### src/assert_macros.svh
// assertion helpers shared by the rtl files
`ifndef ASSERT_MACROS_SVH
`define ASSERT_MACROS_SVH
`ifndef SYNTHESIS
// property holds at every clock edge outside reset
`define STC_ASSERT(lbl, clk, rstn, prop) \
	lbl: assert property (@(posedge clk) disable iff (!rstn) (prop)) \
		else $error("stc assertion failed");
// antecedent at one edge implies consequent at the next edge
`define STC_ASSERT_NEXT(lbl, clk, rstn, ante, cons) \
	lbl: assert property (@(posedge clk) disable iff (!rstn) (ante) |=> (cons)) \
		else $error("stc assertion failed");
`else
`define STC_ASSERT(lbl, clk, rstn, prop)
`define STC_ASSERT_NEXT(lbl, clk, rstn, ante, cons)
`endif
`endif

### src/stc_pkg.sv
package stc_pkg;

	localparam int unsigned MINUTE_MS = 60000;
	localparam logic [15:0] PRESET_MAX = 16'hFFFF;
	localparam logic [15:0] BLINK_PERIOD_RST = 16'd500;
	localparam logic [15:0] REDRAW_PERIOD_RST = 16'd100;

	typedef enum logic [2:0] {
		CMD_TICK  = 3'd0,
		CMD_RIGHT = 3'd1,
		CMD_LEFT  = 3'd2,
		CMD_ENTER = 3'd3,
		CMD_BACK  = 3'd4
	} cmd_t;

	typedef enum logic {
		CFG_BLINK_PERIOD  = 1'b0,
		CFG_REDRAW_PERIOD = 1'b1
	} cfg_idx_t;

	// timer state carried from item to item
	typedef struct packed {
		logic        mode;
		logic        running;
		logic        finished;
		logic        blink;
		logic [15:0] preset;
		logic [31:0] preset_ms;
		logic [31:0] elapsed;
		logic [31:0] remaining;
		logic [31:0] last_tick;
		logic [31:0] last_redraw;
		logic [31:0] last_blink;
	} state_t;

	// one result beat
	typedef struct packed {
		logic        timer_mode;
		logic        is_running;
		logic        is_finished;
		logic        blank_display;
		logic [15:0] preset_minutes;
		logic [31:0] elapsed_ms;
		logic [31:0] remaining_ms;
		logic        handled;
		logic        redraw;
	} res_t;

endpackage

### src/stc_core.sv
`include "assert_macros.svh"

module stc_core (
	input  logic          clk,
	input  logic          arst_n,
	input  logic          step,
	input  logic [2:0]    command,
	input  logic [31:0]   now_ms,
	input  logic [15:0]   blink_period,
	input  logic [15:0]   redraw_period,
	output stc_pkg::res_t res
);
	import stc_pkg::*;

	localparam logic [31:0] MinuteMs = 32'(MINUTE_MS);

	state_t st_q;
	state_t st_d;

	logic [31:0] dt_tick;
	logic [31:0] dt_redraw;
	logic [31:0] dt_blink;
	logic        blink_due;
	logic        redraw_due;
	logic        handled;
	logic        redraw;
	logic        is_clear;

	// time since the stored stamps, modulo 2^32
	assign dt_tick    = now_ms - st_q.last_tick;
	assign dt_redraw  = now_ms - st_q.last_redraw;
	assign dt_blink   = now_ms - st_q.last_blink;
	assign blink_due  = dt_blink >= {16'd0, blink_period};
	assign redraw_due = dt_redraw >= {16'd0, redraw_period};
	assign is_clear   = (st_q.preset == '0) && (st_q.elapsed == '0) &&
		!st_q.running && !st_q.finished;

	// next state for the item in the input register
	always_comb begin
		st_d    = st_q;
		handled = 1'b1;
		redraw  = 1'b0;
		case (cmd_t'(command))
			CMD_TICK: begin
				if (st_q.finished) begin
					if (blink_due) begin
						st_d.last_blink = now_ms;
						st_d.blink      = ~st_q.blink;
						redraw          = 1'b1;
					end
				end else if (st_q.running) begin
					st_d.last_tick = now_ms;
					if (!st_q.mode) begin
						st_d.elapsed = st_q.elapsed + dt_tick;
					end else if (dt_tick >= st_q.remaining) begin
						st_d.remaining  = '0;
						st_d.finished   = 1'b1;
						st_d.running    = 1'b0;
						st_d.last_blink = now_ms;
						st_d.blink      = 1'b1;
					end else begin
						st_d.remaining = st_q.remaining - dt_tick;
					end
					if (redraw_due) begin
						st_d.last_redraw = now_ms;
						redraw           = 1'b1;
					end
				end
			end
			CMD_RIGHT, CMD_LEFT: begin
				if (!st_q.running && !st_q.finished) begin
					// preset in ms is kept alongside the preset, stepped by one minute
					if (cmd_t'(command) == CMD_RIGHT && st_q.preset != PRESET_MAX) begin
						st_d.preset    = st_q.preset + 16'd1;
						st_d.preset_ms = st_q.preset_ms + MinuteMs;
					end else if (cmd_t'(command) == CMD_LEFT && st_q.preset != '0) begin
						st_d.preset    = st_q.preset - 16'd1;
						st_d.preset_ms = st_q.preset_ms - MinuteMs;
					end
					st_d.remaining = st_d.preset_ms;
					st_d.mode      = (st_d.preset != '0);
					redraw         = 1'b1;
				end
			end
			CMD_ENTER: begin
				if (st_q.finished) begin
					st_d.finished  = 1'b0;
					st_d.blink     = 1'b1;
					st_d.remaining = st_q.preset_ms;
					st_d.running   = 1'b0;
				end else if (st_q.running) begin
					st_d.running = 1'b0;
				end else begin
					if (st_q.mode && st_q.preset != '0 && st_q.remaining == '0) begin
						st_d.remaining = st_q.preset_ms;
					end
					st_d.last_tick   = now_ms;
					st_d.last_redraw = now_ms;
					st_d.running     = 1'b1;
				end
				redraw = 1'b1;
			end
			CMD_BACK: begin
				if (is_clear) begin
					handled = 1'b0;
				end else begin
					st_d.mode      = 1'b0;
					st_d.running   = 1'b0;
					st_d.finished  = 1'b0;
					st_d.blink     = 1'b1;
					st_d.preset    = '0;
					st_d.preset_ms = '0;
					st_d.elapsed   = '0;
					st_d.remaining = '0;
					redraw         = 1'b1;
				end
			end
			default: begin
			end
		endcase
	end

	// result fields reflect the state after the item
	always_comb begin
		res.timer_mode     = st_d.mode;
		res.is_running     = st_d.running;
		res.is_finished    = st_d.finished;
		res.blank_display  = st_d.finished && !st_d.blink;
		res.preset_minutes = st_d.preset;
		res.elapsed_ms     = st_d.elapsed;
		res.remaining_ms   = st_d.remaining;
		res.handled        = handled;
		res.redraw         = redraw;
	end

	// state register, updated once per item
	always_ff @(posedge clk or negedge arst_n) begin
		if (!arst_n) begin
			st_q.mode        <= 1'b0;
			st_q.running     <= 1'b0;
			st_q.finished    <= 1'b0;
			st_q.blink       <= 1'b1;
			st_q.preset      <= '0;
			st_q.preset_ms   <= '0;
			st_q.elapsed     <= '0;
			st_q.remaining   <= '0;
			st_q.last_tick   <= '0;
			st_q.last_redraw <= '0;
			st_q.last_blink  <= '0;
		end else if (step) begin
			st_q <= st_d;
		end
	end

	`STC_ASSERT(a_fin_not_run, clk, arst_n, !(st_q.finished && st_q.running))
	`STC_ASSERT(a_mode_preset, clk, arst_n, st_q.mode == (st_q.preset != '0))
	`STC_ASSERT(a_preset_ms, clk, arst_n,
		st_q.preset_ms == 32'({16'd0, st_q.preset} * MinuteMs))
	`STC_ASSERT_NEXT(a_hold, clk, arst_n, !step, $stable(st_q))
	`STC_ASSERT(a_fin_only_countdown, clk, arst_n, !st_q.finished || st_q.mode)

endmodule

### src/stc_out_reg.sv
`include "assert_macros.svh"

module stc_out_reg (
	input  logic          clk,
	input  logic          arst_n,
	input  logic          load_valid,
	output logic          load_ready,
	input  stc_pkg::res_t load_res,
	output logic          out_valid,
	input  logic          out_ready,
	output stc_pkg::res_t out_res
);
	import stc_pkg::*;

	logic out_valid_q;
	res_t res_q;

	// the register takes a new beat when empty or when its beat leaves now
	assign load_ready = !out_valid_q || out_ready;
	assign out_valid  = out_valid_q;
	assign out_res    = res_q;

	always_ff @(posedge clk or negedge arst_n) begin
		if (!arst_n) begin
			out_valid_q <= 1'b0;
		end else if (load_ready) begin
			out_valid_q <= load_valid;
		end
	end

	// result payload
	always_ff @(posedge clk) begin
		if (load_ready && load_valid) begin
			res_q <= load_res;
		end
	end

	`STC_ASSERT_NEXT(a_keep_stalled, clk, arst_n, out_valid_q && !out_ready,
		out_valid_q && $stable(res_q))
	`STC_ASSERT_NEXT(a_load_shows, clk, arst_n, load_valid && load_ready, out_valid_q)
	`STC_ASSERT_NEXT(a_drain, clk, arst_n, out_valid_q && out_ready && !load_valid,
		!out_valid_q)

endmodule

### src/stopwatch_countdown_timer.sv
// Stopwatch and countdown timer.
// Input channel: in_valid/in_ready carry one command beat (command, now_ms).
// Output channel: out_valid/out_ready carry one result beat per command,
// giving the timer state after that command plus handled and redraw flags.
// Configuration: cfg_we writes cfg_data into register cfg_index
// (0 blink period, 1 redraw period) in the same cycle; write only while idle.
// Path: a beat accepted on the input channel is captured in the input register,
// processed in one pass against the timer state and loaded into the result
// register once that register can take it, and out_valid then rises.
// Throughput: one beat per cycle while out_ready stays high; the state update
// of one command is a single register step, so the next command sees it.
// Stall: when out_ready is low the result register holds its beat and the
// input register holds one more; in_ready drops only when both are full.
// Reset: arst_n empties both pipeline registers, returns the timer to a
// cleared stopwatch with zero stamps, and restores periods 500 and 100 ms.
module stopwatch_countdown_timer (
	input  logic        clk,
	input  logic        arst_n,
	input  logic        in_valid,
	output logic        in_ready,
	input  logic [2:0]  command,
	input  logic [31:0] now_ms,
	output logic        out_valid,
	input  logic        out_ready,
	output logic        timer_mode,
	output logic        is_running,
	output logic        is_finished,
	output logic        blank_display,
	output logic [15:0] preset_minutes,
	output logic [31:0] elapsed_ms,
	output logic [31:0] remaining_ms,
	output logic        handled,
	output logic        redraw,
	input  logic        cfg_we,
	input  logic        cfg_index,
	input  logic [15:0] cfg_data
);
	import stc_pkg::*;

	logic        valid_s1;
	logic [2:0]  command_s1;
	logic [31:0] now_s1;
	logic        step;
	logic        res_ready;
	logic [15:0] blink_period_q;
	logic [15:0] redraw_period_q;
	res_t        core_res;
	res_t        out_res;

	// configuration registers
	always_ff @(posedge clk or negedge arst_n) begin
		if (!arst_n) begin
			blink_period_q  <= BLINK_PERIOD_RST;
			redraw_period_q <= REDRAW_PERIOD_RST;
		end else if (cfg_we) begin
			unique case (cfg_idx_t'(cfg_index))
				CFG_BLINK_PERIOD:  blink_period_q  <= cfg_data;
				CFG_REDRAW_PERIOD: redraw_period_q <= cfg_data;
				default: begin
				end
			endcase
		end
	end

	// input register advances when its beat moves into the result register
	assign step     = valid_s1 && res_ready;
	assign in_ready = !valid_s1 || res_ready;

	always_ff @(posedge clk or negedge arst_n) begin
		if (!arst_n) begin
			valid_s1 <= 1'b0;
		end else if (in_ready) begin
			valid_s1 <= in_valid;
		end
	end

	always_ff @(posedge clk) begin
		if (in_ready && in_valid) begin
			command_s1 <= command;
			now_s1     <= now_ms;
		end
	end

	stc_core u_core (
		.clk           (clk),
		.arst_n        (arst_n),
		.step          (step),
		.command       (command_s1),
		.now_ms        (now_s1),
		.blink_period  (blink_period_q),
		.redraw_period (redraw_period_q),
		.res           (core_res)
	);

	stc_out_reg u_out (
		.clk        (clk),
		.arst_n     (arst_n),
		.load_valid (valid_s1),
		.load_ready (res_ready),
		.load_res   (core_res),
		.out_valid  (out_valid),
		.out_ready  (out_ready),
		.out_res    (out_res)
	);

	// result beat onto the ports
	assign timer_mode     = out_res.timer_mode;
	assign is_running     = out_res.is_running;
	assign is_finished    = out_res.is_finished;
	assign blank_display  = out_res.blank_display;
	assign preset_minutes = out_res.preset_minutes;
	assign elapsed_ms     = out_res.elapsed_ms;
	assign remaining_ms   = out_res.remaining_ms;
	assign handled        = out_res.handled;
	assign redraw         = out_res.redraw;

endmodule
### config.mk
export PLATFORM = sky130hd
export DESIGN_NAME = stopwatch_countdown_timer
export DESIGN_NICKNAME = d
export VERILOG_FILES = /design/src/stc_pkg.sv /design/src/stc_core.sv /design/src/stc_out_reg.sv /design/src/stopwatch_countdown_timer.sv
export VERILOG_INCLUDE_DIRS = /design/src /design/src/src
export SDC_FILE = /design/constraint.sdc
export NUM_CORES = 1
export LEC_CHECK = 0
export BUFFER_PORTS_ARGS = -buffer_cell sky130_fd_sc_hd__buf_2
export CAP_MARGIN = 25
export CORE_MARGIN = 2
export CORE_UTILIZATION = 41
export DETAILED_ROUTE_END_ITERATION = 8
export PLACE_DENSITY = 0.67
export SLEW_MARGIN = 20
export SYNTH_ARGS = -nofsm -noshare
export SYNTH_HDL_FRONTEND = slang
export SYNTH_SLANG_ARGS = --single-unit
### constraint.sdc
create_clock -name clk -period 8.35 [get_ports clk]
set_clock_uncertainty 0.05 [all_clocks]
set_input_delay 0.835 -clock clk [delete_from_list [all_inputs] [get_ports clk]]
set_output_delay 0.835 -clock clk [all_outputs]
set_load 0.03 [all_outputs]
==> results of run 1 <==
## sequential cells by signal, indices dropped and copies added, names as in the netlist
register	count
now_s1	32
u_out.out_res	86
redraw_period_q	16
u_out.out_valid	1
command_s1	3
valid_s1	1
blink_period_q	16
u_core.st_q	207
## final cells by class
| cell class | instances | area share |
|---|---|---|
| inverter | 208 | 0.0271 |
| multi-input combinational | 2250 | 0.520 |
| clock inverter | 18 | 0.00587 |
| timing repair buffer | 172 | 0.0334 |
| tap | 846 | 0.0365 |
| sequential | 362 | 0.334 |
| clock buffer | 63 | 0.0436 |
## Yosys cell counts (34+ instances only)
library cell  count
a211oi_1         34
a21o_1          111
a21oi_1         201
a221o_1          37
and2_1           58
clkbuf_1        107
dfrtp_1         231
edfxtp_1        121
ha_1            193
inv_1           208
mux2_2           89
nand2_1         382
nand3_1          52
nor2_1          211
nor2b_1          35
nor3_1           48
o21ai_0         182
xnor2_1          82
xor2_1           60
## per-stage QoR
step                      total power (W)   util  instance area [um^2]
final                              0.0106  0.461                 29000
after global routing               0.0114  0.461                 29000
after CTS                          0.0105  0.461                 29000
after detailed placement          0.00856  0.438                 27600
after global placement            0.00851  0.438                 27500
after floorplan                   0.00712      -                 26000
## worst paths after layout
check,cells past startpoint,to,slack (ns),from
max,24,u_core.st_q[31],1.81,now_s1[1]
min,1,u_core.st_q[199],0.21,arst_n
max reg2reg,24,u_core.st_q[31],1.81,now_s1[1]
min reg2reg,1,u_core.st_q[37],0.43,u_core.st_q[37]
max in group asynchronous,2,u_core.st_q[61],6.66,arst_n
min in group clk,1,now_s1[10],0.38,now_ms[10]
## routing by layer
| metal | part of all wire | global-route usage | vias to the layer above |
|---|---|---|---|
| li1 | - | - | 10800 |
| met1 | 0.44 | 0.289 | 10500 |
| met2 | 0.46 | 0.351 | 669 |
| met3 | 0.055 | 0.0282 | 157 |
| met4 | 0.046 | 0.102 | 0 |
| met5 | 0 | 0 | - |
## worst reg2reg max path: cells and delay by family (launching register included)
family / cells / cell delay (ns)
xor+xnor: 1 / 0.30
compound gates: 15 / 3.27
simple gates: 3 / 0.64
fa+ha+maj: 2 / 0.89
buf+inv: 3 / 0.71
flops: 1 / 0.55
## cells by family (layout without fill, tap and decap cells)
kind of cell | after synthesis | in the layout | synth area share
buffers and inverters | 332 | 461 | 0.0483
XOR/XNOR | 142 | 142 | 0.0479
adder cells (fa/ha/maj) | 198 | 198 | 0.0968
AO/OA/AOI/OAI | 843 | 843 | 0.216
AND/OR/NAND/NOR | 963 | 963 | 0.174
flip-flops | 362 | 362 | 0.373
multiplexers | 104 | 104 | 0.0444
## power by group
group          switching [W]  internal (W)
clock network       0.000792       0.00112
logic                0.00363       0.00248
registers           0.000310       0.00224
==> impl_metrics.yaml, run 1 <==
final_layout:
  multiInputGateArea_um2: 15100
  drive_gt1_frac: 0.125
  mostFrequentLayoutCells: "381 x nand2_1, 231 x dfrtp_1, 210 x nor2_1"
  fin_cells: 3919
  nFillCells: 6134
  layout_commonest_cell: "nand2_1"
  finalNetCount: 3293
  diodes: 0
  regArea_um2: 9680
  areaGrowthSynthToFinish_pct: 11.7
status:
  status: "complete, no violations"
timing:
  rsz0062_at_grt: "no"
  worst_slew_pin_slew_ns: 0.967
  timing.fmax_mhz: 153
  fin_ws_ns: 1.81
  period_share: 0.783
  final.setup.tns_ns: 0
  hold_violations: 0
  maxSlewViolCount: 0
  setup_viol: 0
  holdWs_ns: 0.209
  period_needed_ns: 6.54
  slew_headroom: 0.355
route:
  wl_per_cell_um: 18.5
  via_per_inst: 5.64
  wl_mm: 72.4
  first_iter_violations: 1697
  antenna_left: 0
  drc: 0
  drtPass1Iterations: 6
  vias: 22100
synthesis:
  seq_area_frac_synth: 0.373
  synth-edff-count: 121
  synth_warnings: 0
  synthArstFlopShare: 0.666
  netlist_instances: 2944
  yosysTopAreaCell: "dfrtp_1"
  syn_nets: 3199
  synth_cell_type_count: 78
  synth_area_um2: 26000
  yosysTopAreaCellShare: 0.223
  ys_seq_elements: 362
  synth_area_leaders: "dfrtp_1 22%, edfxtp_1 14%, ha_1 9.3%"
  syn_avg_cell_area_um2: 8.82
  ys.flop_type: "dfrtp_1"
placed_design:
  dpl.hpwl_mm: 53.9
  placed_cells: 3837
  dp_slack_ns: 1.87
  portBuffers: 144
  gp_congestion: 0.928
clock_tree:
  cts_root_buf: "clkbuf_16"
  cts_hold_repair.buffers: 0
  clk_pin_slew_worst_paths_ns: 0.06
  htreeDepth: 2
  post_cts_buffers: 0
  cts_resized: 0
  cts_tree: "built"
  cts_num_sinks: 362
  clk_latency_ns: 0.60
  cts_buffers: 44
  max-clock-path-buffers: 3
global_routing:
  grt_pass1_wl_mm: 115
  grt_util_all_layers: 0.217
  grt_max_degree: 151
  grt.overflow.total: 0
  first_global_vias: 21000
  antenna_found_initial: 0
setup_path:
  endpoint_kind: "register"
  cp-start-kind: "register"
  required_ns: 8.76
  critPathMaxStageDelay_ns: 0.55
  cp_cell_sequence: "inv_1 -> fa_1 -> nor2b_1 -> o21ai_0 -> a21oi_1 -> o21ai_0 -> a21oi_1 -> a211oi_1 -> o311ai_0 -> a21oi_1 -> xnor2_1 -> inv_1 -> ha_1 -> a21o_1 -> a21oi_1 -> o21ai_0 -> a221oi_1 -> a21boi_0 -> a21oi_1 -> nor3_2 -> buf_4 -> nor2b_1 -> a22o_1 -> a21o_1"
  critPathBufInv: 3
  cp_max_fo: 32
  crit_type: "register to register"
  cp.arrival_ns: 6.95
  crit_family: "compound AO/OA/AOI/OAI gates"
  cp_slowest_cell: "edfxtp_1"
  worst_path_most_repeated_cell: "a21oi_1"
flow_run:
  maxCapViolations: 0
die:
  die_area_um2: 65400
  core_um2: 62900
  rows: 92
  die_h_um: 256
  start_util: 0.413
  ioPinCount: 145
  die_w_um: 256
min_path:
  min_path_type: "input pin to async pin"
power:
  ir_worst_vdd_mv: 0.161
  leakagePower_nw: 13.3
  p_per_area_nw_per_um2: 364
Power figures use the tool's default switching activity.
==> run 2: changes to the inputs <==
PLACE_DENSITY = 0.69   (was 0.67)
clock period = 5.7 ns   (was 8.35 ns; I/O delays follow)
==> run 2 against run 1 <==
Effect of this change: final area grew 4.9%; die area is the same; register-to-register slack lost 1.6 ns; combinational power grew 60%; first-iteration DRC count grew 8.1%; utilization grew 2.2 points; power grew 56%; sequential share of layout area shrank 1.5 points; worst setup slack lost 1.6 ns; non-clock buffer count grew 134; global-route usage grew 0.89 points; critical path depth grew 1; critical endpoint is now u_core.st_q[15]; largest cell class unchanged.
==> impl_metrics.yaml, run 2 (synthesized netlist as in run 1, its figures left out) <==
status:
  status: "complete, no violations"
die:
  rows: 92
  die_h_um: 256
  die_w_um: 256
  die_area_um2: 65400
  ioPinCount: 145
  core_um2: 62900
  start_util: 0.413
timing:
  fin_ws_ns: 0.232
  slew_headroom: 0.341
  timing.fmax_mhz: 183
  period_share: 0.959
  setup_viol: 0
  period_needed_ns: 5.47
  worst_slew_pin_slew_ns: 0.980
  maxSlewViolCount: 0
  hold_violations: 0
final_layout:
  post-route-cell-area_um2: 30400
  areaGrowthSynthToFinish_pct: 17.1
  drive_gt1_frac: 0.173
  largest_register: "u_core.st_q"
  layout_commonest_cell: "nand2_1"
  largest_reg_flops: 207
  finalNetCount: 3427
  nFillCells: 6031
  mostFrequentLayoutCells: "381 x nand2_1, 231 x dfrtp_1, 211 x nor2_1"
  diodes: 0
route:
  wl_per_cell_um: 18.4
  wl_mm: 74.6
  first_iter_violations: 1834
  vias: 22700
  drtPass1Iterations: 7
  via_per_inst: 5.60
  drc: 0
  antenna_left: 0
global_routing:
  antenna_found_initial: 0
  grt_util_all_layers: 0.226
  grt_max_degree: 102
  grt.overflow.total: 0
  first_global_vias: 22000
  grt_pass1_wl_mm: 120
clock_tree:
  max-clock-path-buffers: 3
  clk_pin_slew_worst_paths_ns: 0.06
  cts_tree: "built"
  htreeDepth: 2
  cts_root_buf: "clkbuf_16"
  cts_num_sinks: 362
  post_cts_buffers: 0
  cts_buffers: 44
  clk_latency_ns: 0.59
setup_path:
  endpoint_kind: "register"
  r2r_cells: 25
  reg2reg_from: "now_s1[1]"
  cp.arrival_ns: 5.87
  crit_type: "register to register"
  cp_max_fo: 18
  r2r_setup_slack_ns: 0.23
  r2r-end: "u_core.st_q[15]"
  cp-start-kind: "register"
  required_ns: 6.10
placed_design:
  portBuffers: 144
  dp_slack_ns: -0.118
  gp_congestion: 0.959
  dpl.hpwl_mm: 56.4
  place_area_um2: 28600
min_path:
  holdCritStartpoint: "now_ms[9]"
  worstHoldEndpoint: "now_s1[9]"
  min_path_type: "input pin to register"
  holdPathStages: 1
power:
  p_per_area_nw_per_um2: 543
  leakagePower_nw: 14.0
  ir_worst_vdd_mv: 0.235
flow_run:
  maxCapViolations: 0
## run 2: cell types whose count changed in the layout (fill, tap and decap cells not counted), moves of 4 or more
cell	previous run	this run
clkbuf_8	7	1
buf_4	25	148
clkinv_4	1	6
o21ai_2	2	6
a21oi_2	0	6
buf_6	1	5
bufinv_16	2	7
a21oi_1	200	193
buf_12	2	8
clkbuf_1	11	4
## run 2: how the worst max path moves through the flow
| stage | depth (start not counted) | to | startpoint | slack (ns) |
|---|---|---|---|---|
| 2_1_floorplan | 23 | u_core.st_q[22] | now_s1[1] | 0.23 |
| 3_3_place_gp | 25 | u_core.st_q[25] | now_s1[1] | -0.05 |
| 3_5_place_dp | 23 | u_core.st_q[60] | now_s1[0] | -0.12 |
| 4_1_cts | 26 | u_core.st_q[15] | now_s1[0] | 0.003 |
| 5_1_grt | 24 | u_core.st_q[20] | now_s1[1] | -0.03 |
| 6_report | 25 | u_core.st_q[15] | now_s1[1] | 0.23 |
## run 2: critical path, stage by stage, from the launching register on
cell and delay [ns]:
edfxtp_1 0.41, ha_1 0.31, nor2b_2 0.17, o2111ai_2 0.19, nor4bb_2 0.30, buf_4 0.17, o41ai_4 0.09, buf_4 0.16
a21o_1 0.17, a21o_1 0.19, a21o_1 0.18, a21o_1 0.18, a21o_1 0.18, a21o_1 0.21, xnor2_2 0.15, ha_1 0.29
and2_1 0.17, a221o_1 0.32, a21o_1 0.20, a21boi_2 0.18, a21oi_4 0.11, nor3_4 0.24, o21ai_2 0.12, buf_6 0.17
and2_1 0.16, a221o_1 0.26
## run 2: through the flow
| step | TNS (ns) | cells | hold WS, ns | total power (W) | utilization |
|---|---|---|---|---|---|
| 2_1_floorplan | 0 | 2944 | 0.224 | 0.0104 | - |
| 3_3_place_gp | -1.34 | 3970 | 0.418 | 0.0131 | 0.455 |
| 3_5_place_dp | -5.10 | 3970 | 0.427 | 0.0132 | 0.455 |
| 4_1_cts | 0 | 4053 | 0.0773 | 0.0164 | 0.481 |
| 5_1_grt | -0.169 | 4054 | 0.0917 | 0.0178 | 0.484 |
| 6_report | 0 | 4054 | 0.108 | 0.0165 | 0.484 |
## run 2: cell type report
class,instances,area [um^2],share of cell area
sequential,362,9680,0.318
clock buffer,51,1180,0.0388
timing repair buffer,306,2070,0.0680
clock inverter,31,392,0.0129
inverter,208,786,0.0258
tap,846,1060,0.0348
multi-input combinational,2250,15200,0.501
## run 2: what timing repair did
action | in CTS | in global routing
hold buffers | 1 | 0
hold endpoints to repair | 48 | 0
pin swaps | 1 | 16
endpoints found under the setup margin | 72 | 135
cloned | 0 | 0
resized for setup | 11 | 34
## run 2: power breakdown
part           switching, W  leakage, nW  internal (W)
clock network       0.00122        0.747       0.00182
logic               0.00554         8.98       0.00421
registers          0.000443         4.30       0.00328
## run 2: metal layers
metal  vias up  track usage  routed length [um]
li1      11100            -                   -
met1     10700        0.300               33000
met2       744        0.376               34400
met3       166       0.0271                4200
met4         0       0.0877                3080
met5         -            0                   0
==> run 3: changes to the inputs <==
CAP_MARGIN = unset   (was 25)
CORE_UTILIZATION = 30   (was 41)
PLACE_DENSITY = 0.45   (was 0.69)
==> run 3 against run 2 <==
Effect of this change: via count grew 2.5%; power grew 7.1%; register-to-register slack lost 0.11 ns; hold slack lost 0.018 ns; clock power grew 2%; worst setup slack lost 0.11 ns; sequential cell count is the same; cell count grew 9.9%; critical path depth grew 1; critical path type unchanged.
==> impl_metrics.yaml, run 3 (synthesized netlist as in run 1, its figures left out) <==
route:
  wl_mm: 87.6
  antenna_left: 0
  drc: 0
  via_per_inst: 5.22
  vias: 23300
  first_iter_violations: 1683
  wl_per_cell_um: 19.7
  drtPass1Iterations: 8
global_routing:
  grt_max_degree: 102
  grt.overflow.total: 0
  grt_util_all_layers: 0.191
  grt_pass1_wl_mm: 134
  antenna_found_initial: 1
  first_global_vias: 23100
setup_path:
  cp.arrival_ns: 5.99
  reg2reg_from: "now_s1[0]"
  cp_max_fo: 6
  cp_slowest_cell: "edfxtp_1"
  r2r_setup_slack_ns: 0.12
  cp-start-kind: "register"
  crit_type: "register to register"
  endpoint_kind: "register"
  crit_path_end: "u_core.st_q[49]"
  critPathLaunch: "now_s1[0]"
  critPathMaxStageDelay_ns: 0.40
  r2r-end: "u_core.st_q[49]"
  r2r_cells: 26
  required_ns: 6.12
power:
  leakagePower_nw: 14.6
  p_per_area_nw_per_um2: 555
  ir_worst_vdd_mv: 0.266
final_layout:
  layout_commonest_cell: "nand2_1"
  mostFrequentLayoutCells: "381 x nand2_1, 238 x buf_4, 231 x dfrtp_1"
  post-route-cell-area_um2: 31900
  largest_reg_flops: 207
  areaGrowthSynthToFinish_pct: 22.7
  largest_register: "u_core.st_q"
  drive_gt1_frac: 0.207
  nFillCells: 8716
  finalNetCount: 3525
  fin_cells: 4454
min_path:
  min_path_type: "input pin to register"
timing:
  setup_viol: 0
  timing.fmax_mhz: 179
  period_share: 0.978
  final.setup.tns_ns: 0
  worst_slew_pin_slew_ns: 1.05
  slew_headroom: 0.294
  period_needed_ns: 5.58
  fin_ws_ns: 0.124
  rsz0062_at_grt: "yes"
  maxSlewViolCount: 0
  hold_violations: 0
placed_design:
  placed_cells: 4343
  gp_congestion: 0.928
  dp_slack_ns: -0.502
  dpl.hpwl_mm: 66.5
  place_area_um2: 29500
  portBuffers: 144
clock_tree:
  cts_tree: "built"
  clk_pin_slew_worst_paths_ns: 0.06
  htreeDepth: 2
  max-clock-path-buffers: 3
  clk_latency_ns: 0.61
  cts_buffers: 47
  cts_num_sinks: 362
  cts_root_buf: "clkbuf_16"
die:
  die_w_um: 298
  ioPinCount: 145
  die_h_um: 298
  rows: 107
  die_area_um2: 88900
  start_util: 0.304
  core_um2: 85400
flow_run:
  maxCapViolations: 0
status:
  status: "complete, no violations"
[run 3: how the worst min path moves through the flow]
stage                                   end             from  cells after the start  slack [ns]
after floorplan           blink_period_q[0]           arst_n                      0        0.22
after global placement      u_core.st_q[64]  u_core.st_q[64]                      2        0.42
after detailed placement    u_core.st_q[37]  u_core.st_q[37]                      1        0.43
after CTS                     command_s1[0]       command[0]                      1        0.05
after global routing          command_s1[0]       command[0]                      1        0.06
final                         command_s1[0]       command[0]                      1        0.09
[run 3: cell type report]
class,count,area (um^2),share of cell area
Clock inverter,31,353,0.0111
Sequential cell,362,9680,0.304
Timing Repair Buffer,401,2840,0.0892
Antenna cell,1,2.50,0.0000785
Multi-Input combinational cell,2250,15500,0.487
Clock buffer,57,1240,0.0390
Tap cell,1144,1430,0.0449
Inverter,208,786,0.0247
[run 3: timing repair]
action | CTS | global route
hold buffers | 1 | 0
pin swaps | 9 | 59
endpoints found under the hold margin | 27 | 0
setup buffers | 2 | 13
endpoints found under the setup margin | 135 | 146
gates resized for setup | 30 | 73
gates cloned | 0 | 6
[run 3: through the flow]
| step | power, W | hold WS [ns] | util |
|---|---|---|---|
| final | 0.0177 | 0.0897 | 0.373 |
| after global routing | 0.0192 | 0.0559 | 0.373 |
| after CTS | 0.0175 | 0.0494 | 0.367 |
| after detailed placement | 0.0141 | 0.429 | 0.346 |
| after global placement | 0.0140 | 0.422 | 0.346 |
| after floorplan | 0.0104 | 0.224 | - |
[run 3: where the power goes]
part	total (W)	switching (W)	internal, W
clock	0.00310	0.00126	0.00184
combinational	0.0109	0.00603	0.00483
sequential	0.00373	0.000455	0.00328
total	0.0177	0.00774	0.00995
[run 3: metal layers]
layer / vias to the layer above / part of all wire / GRT usage
met4: 0 / 0.034 / 0.0639
met2: 577 / 0.49 / 0.331
met3: 132 / 0.041 / 0.0212
met5: - / 0 / 0
met1: 11300 / 0.44 / 0.248
li1: 11300 / - / -
[run 3: worst max-delay path, delay by kind of cell (launching register included)]
kind	cells	cell delay, ns
xor gates and xnor gates	1	0.08
adders and majority gates	3	0.83
and+or+nand+nor	4	1.10
DFF	1	0.40
AOI/OAI and AO/OA	11	1.94
muxes	1	0.29
buffers and inverters	6	0.76
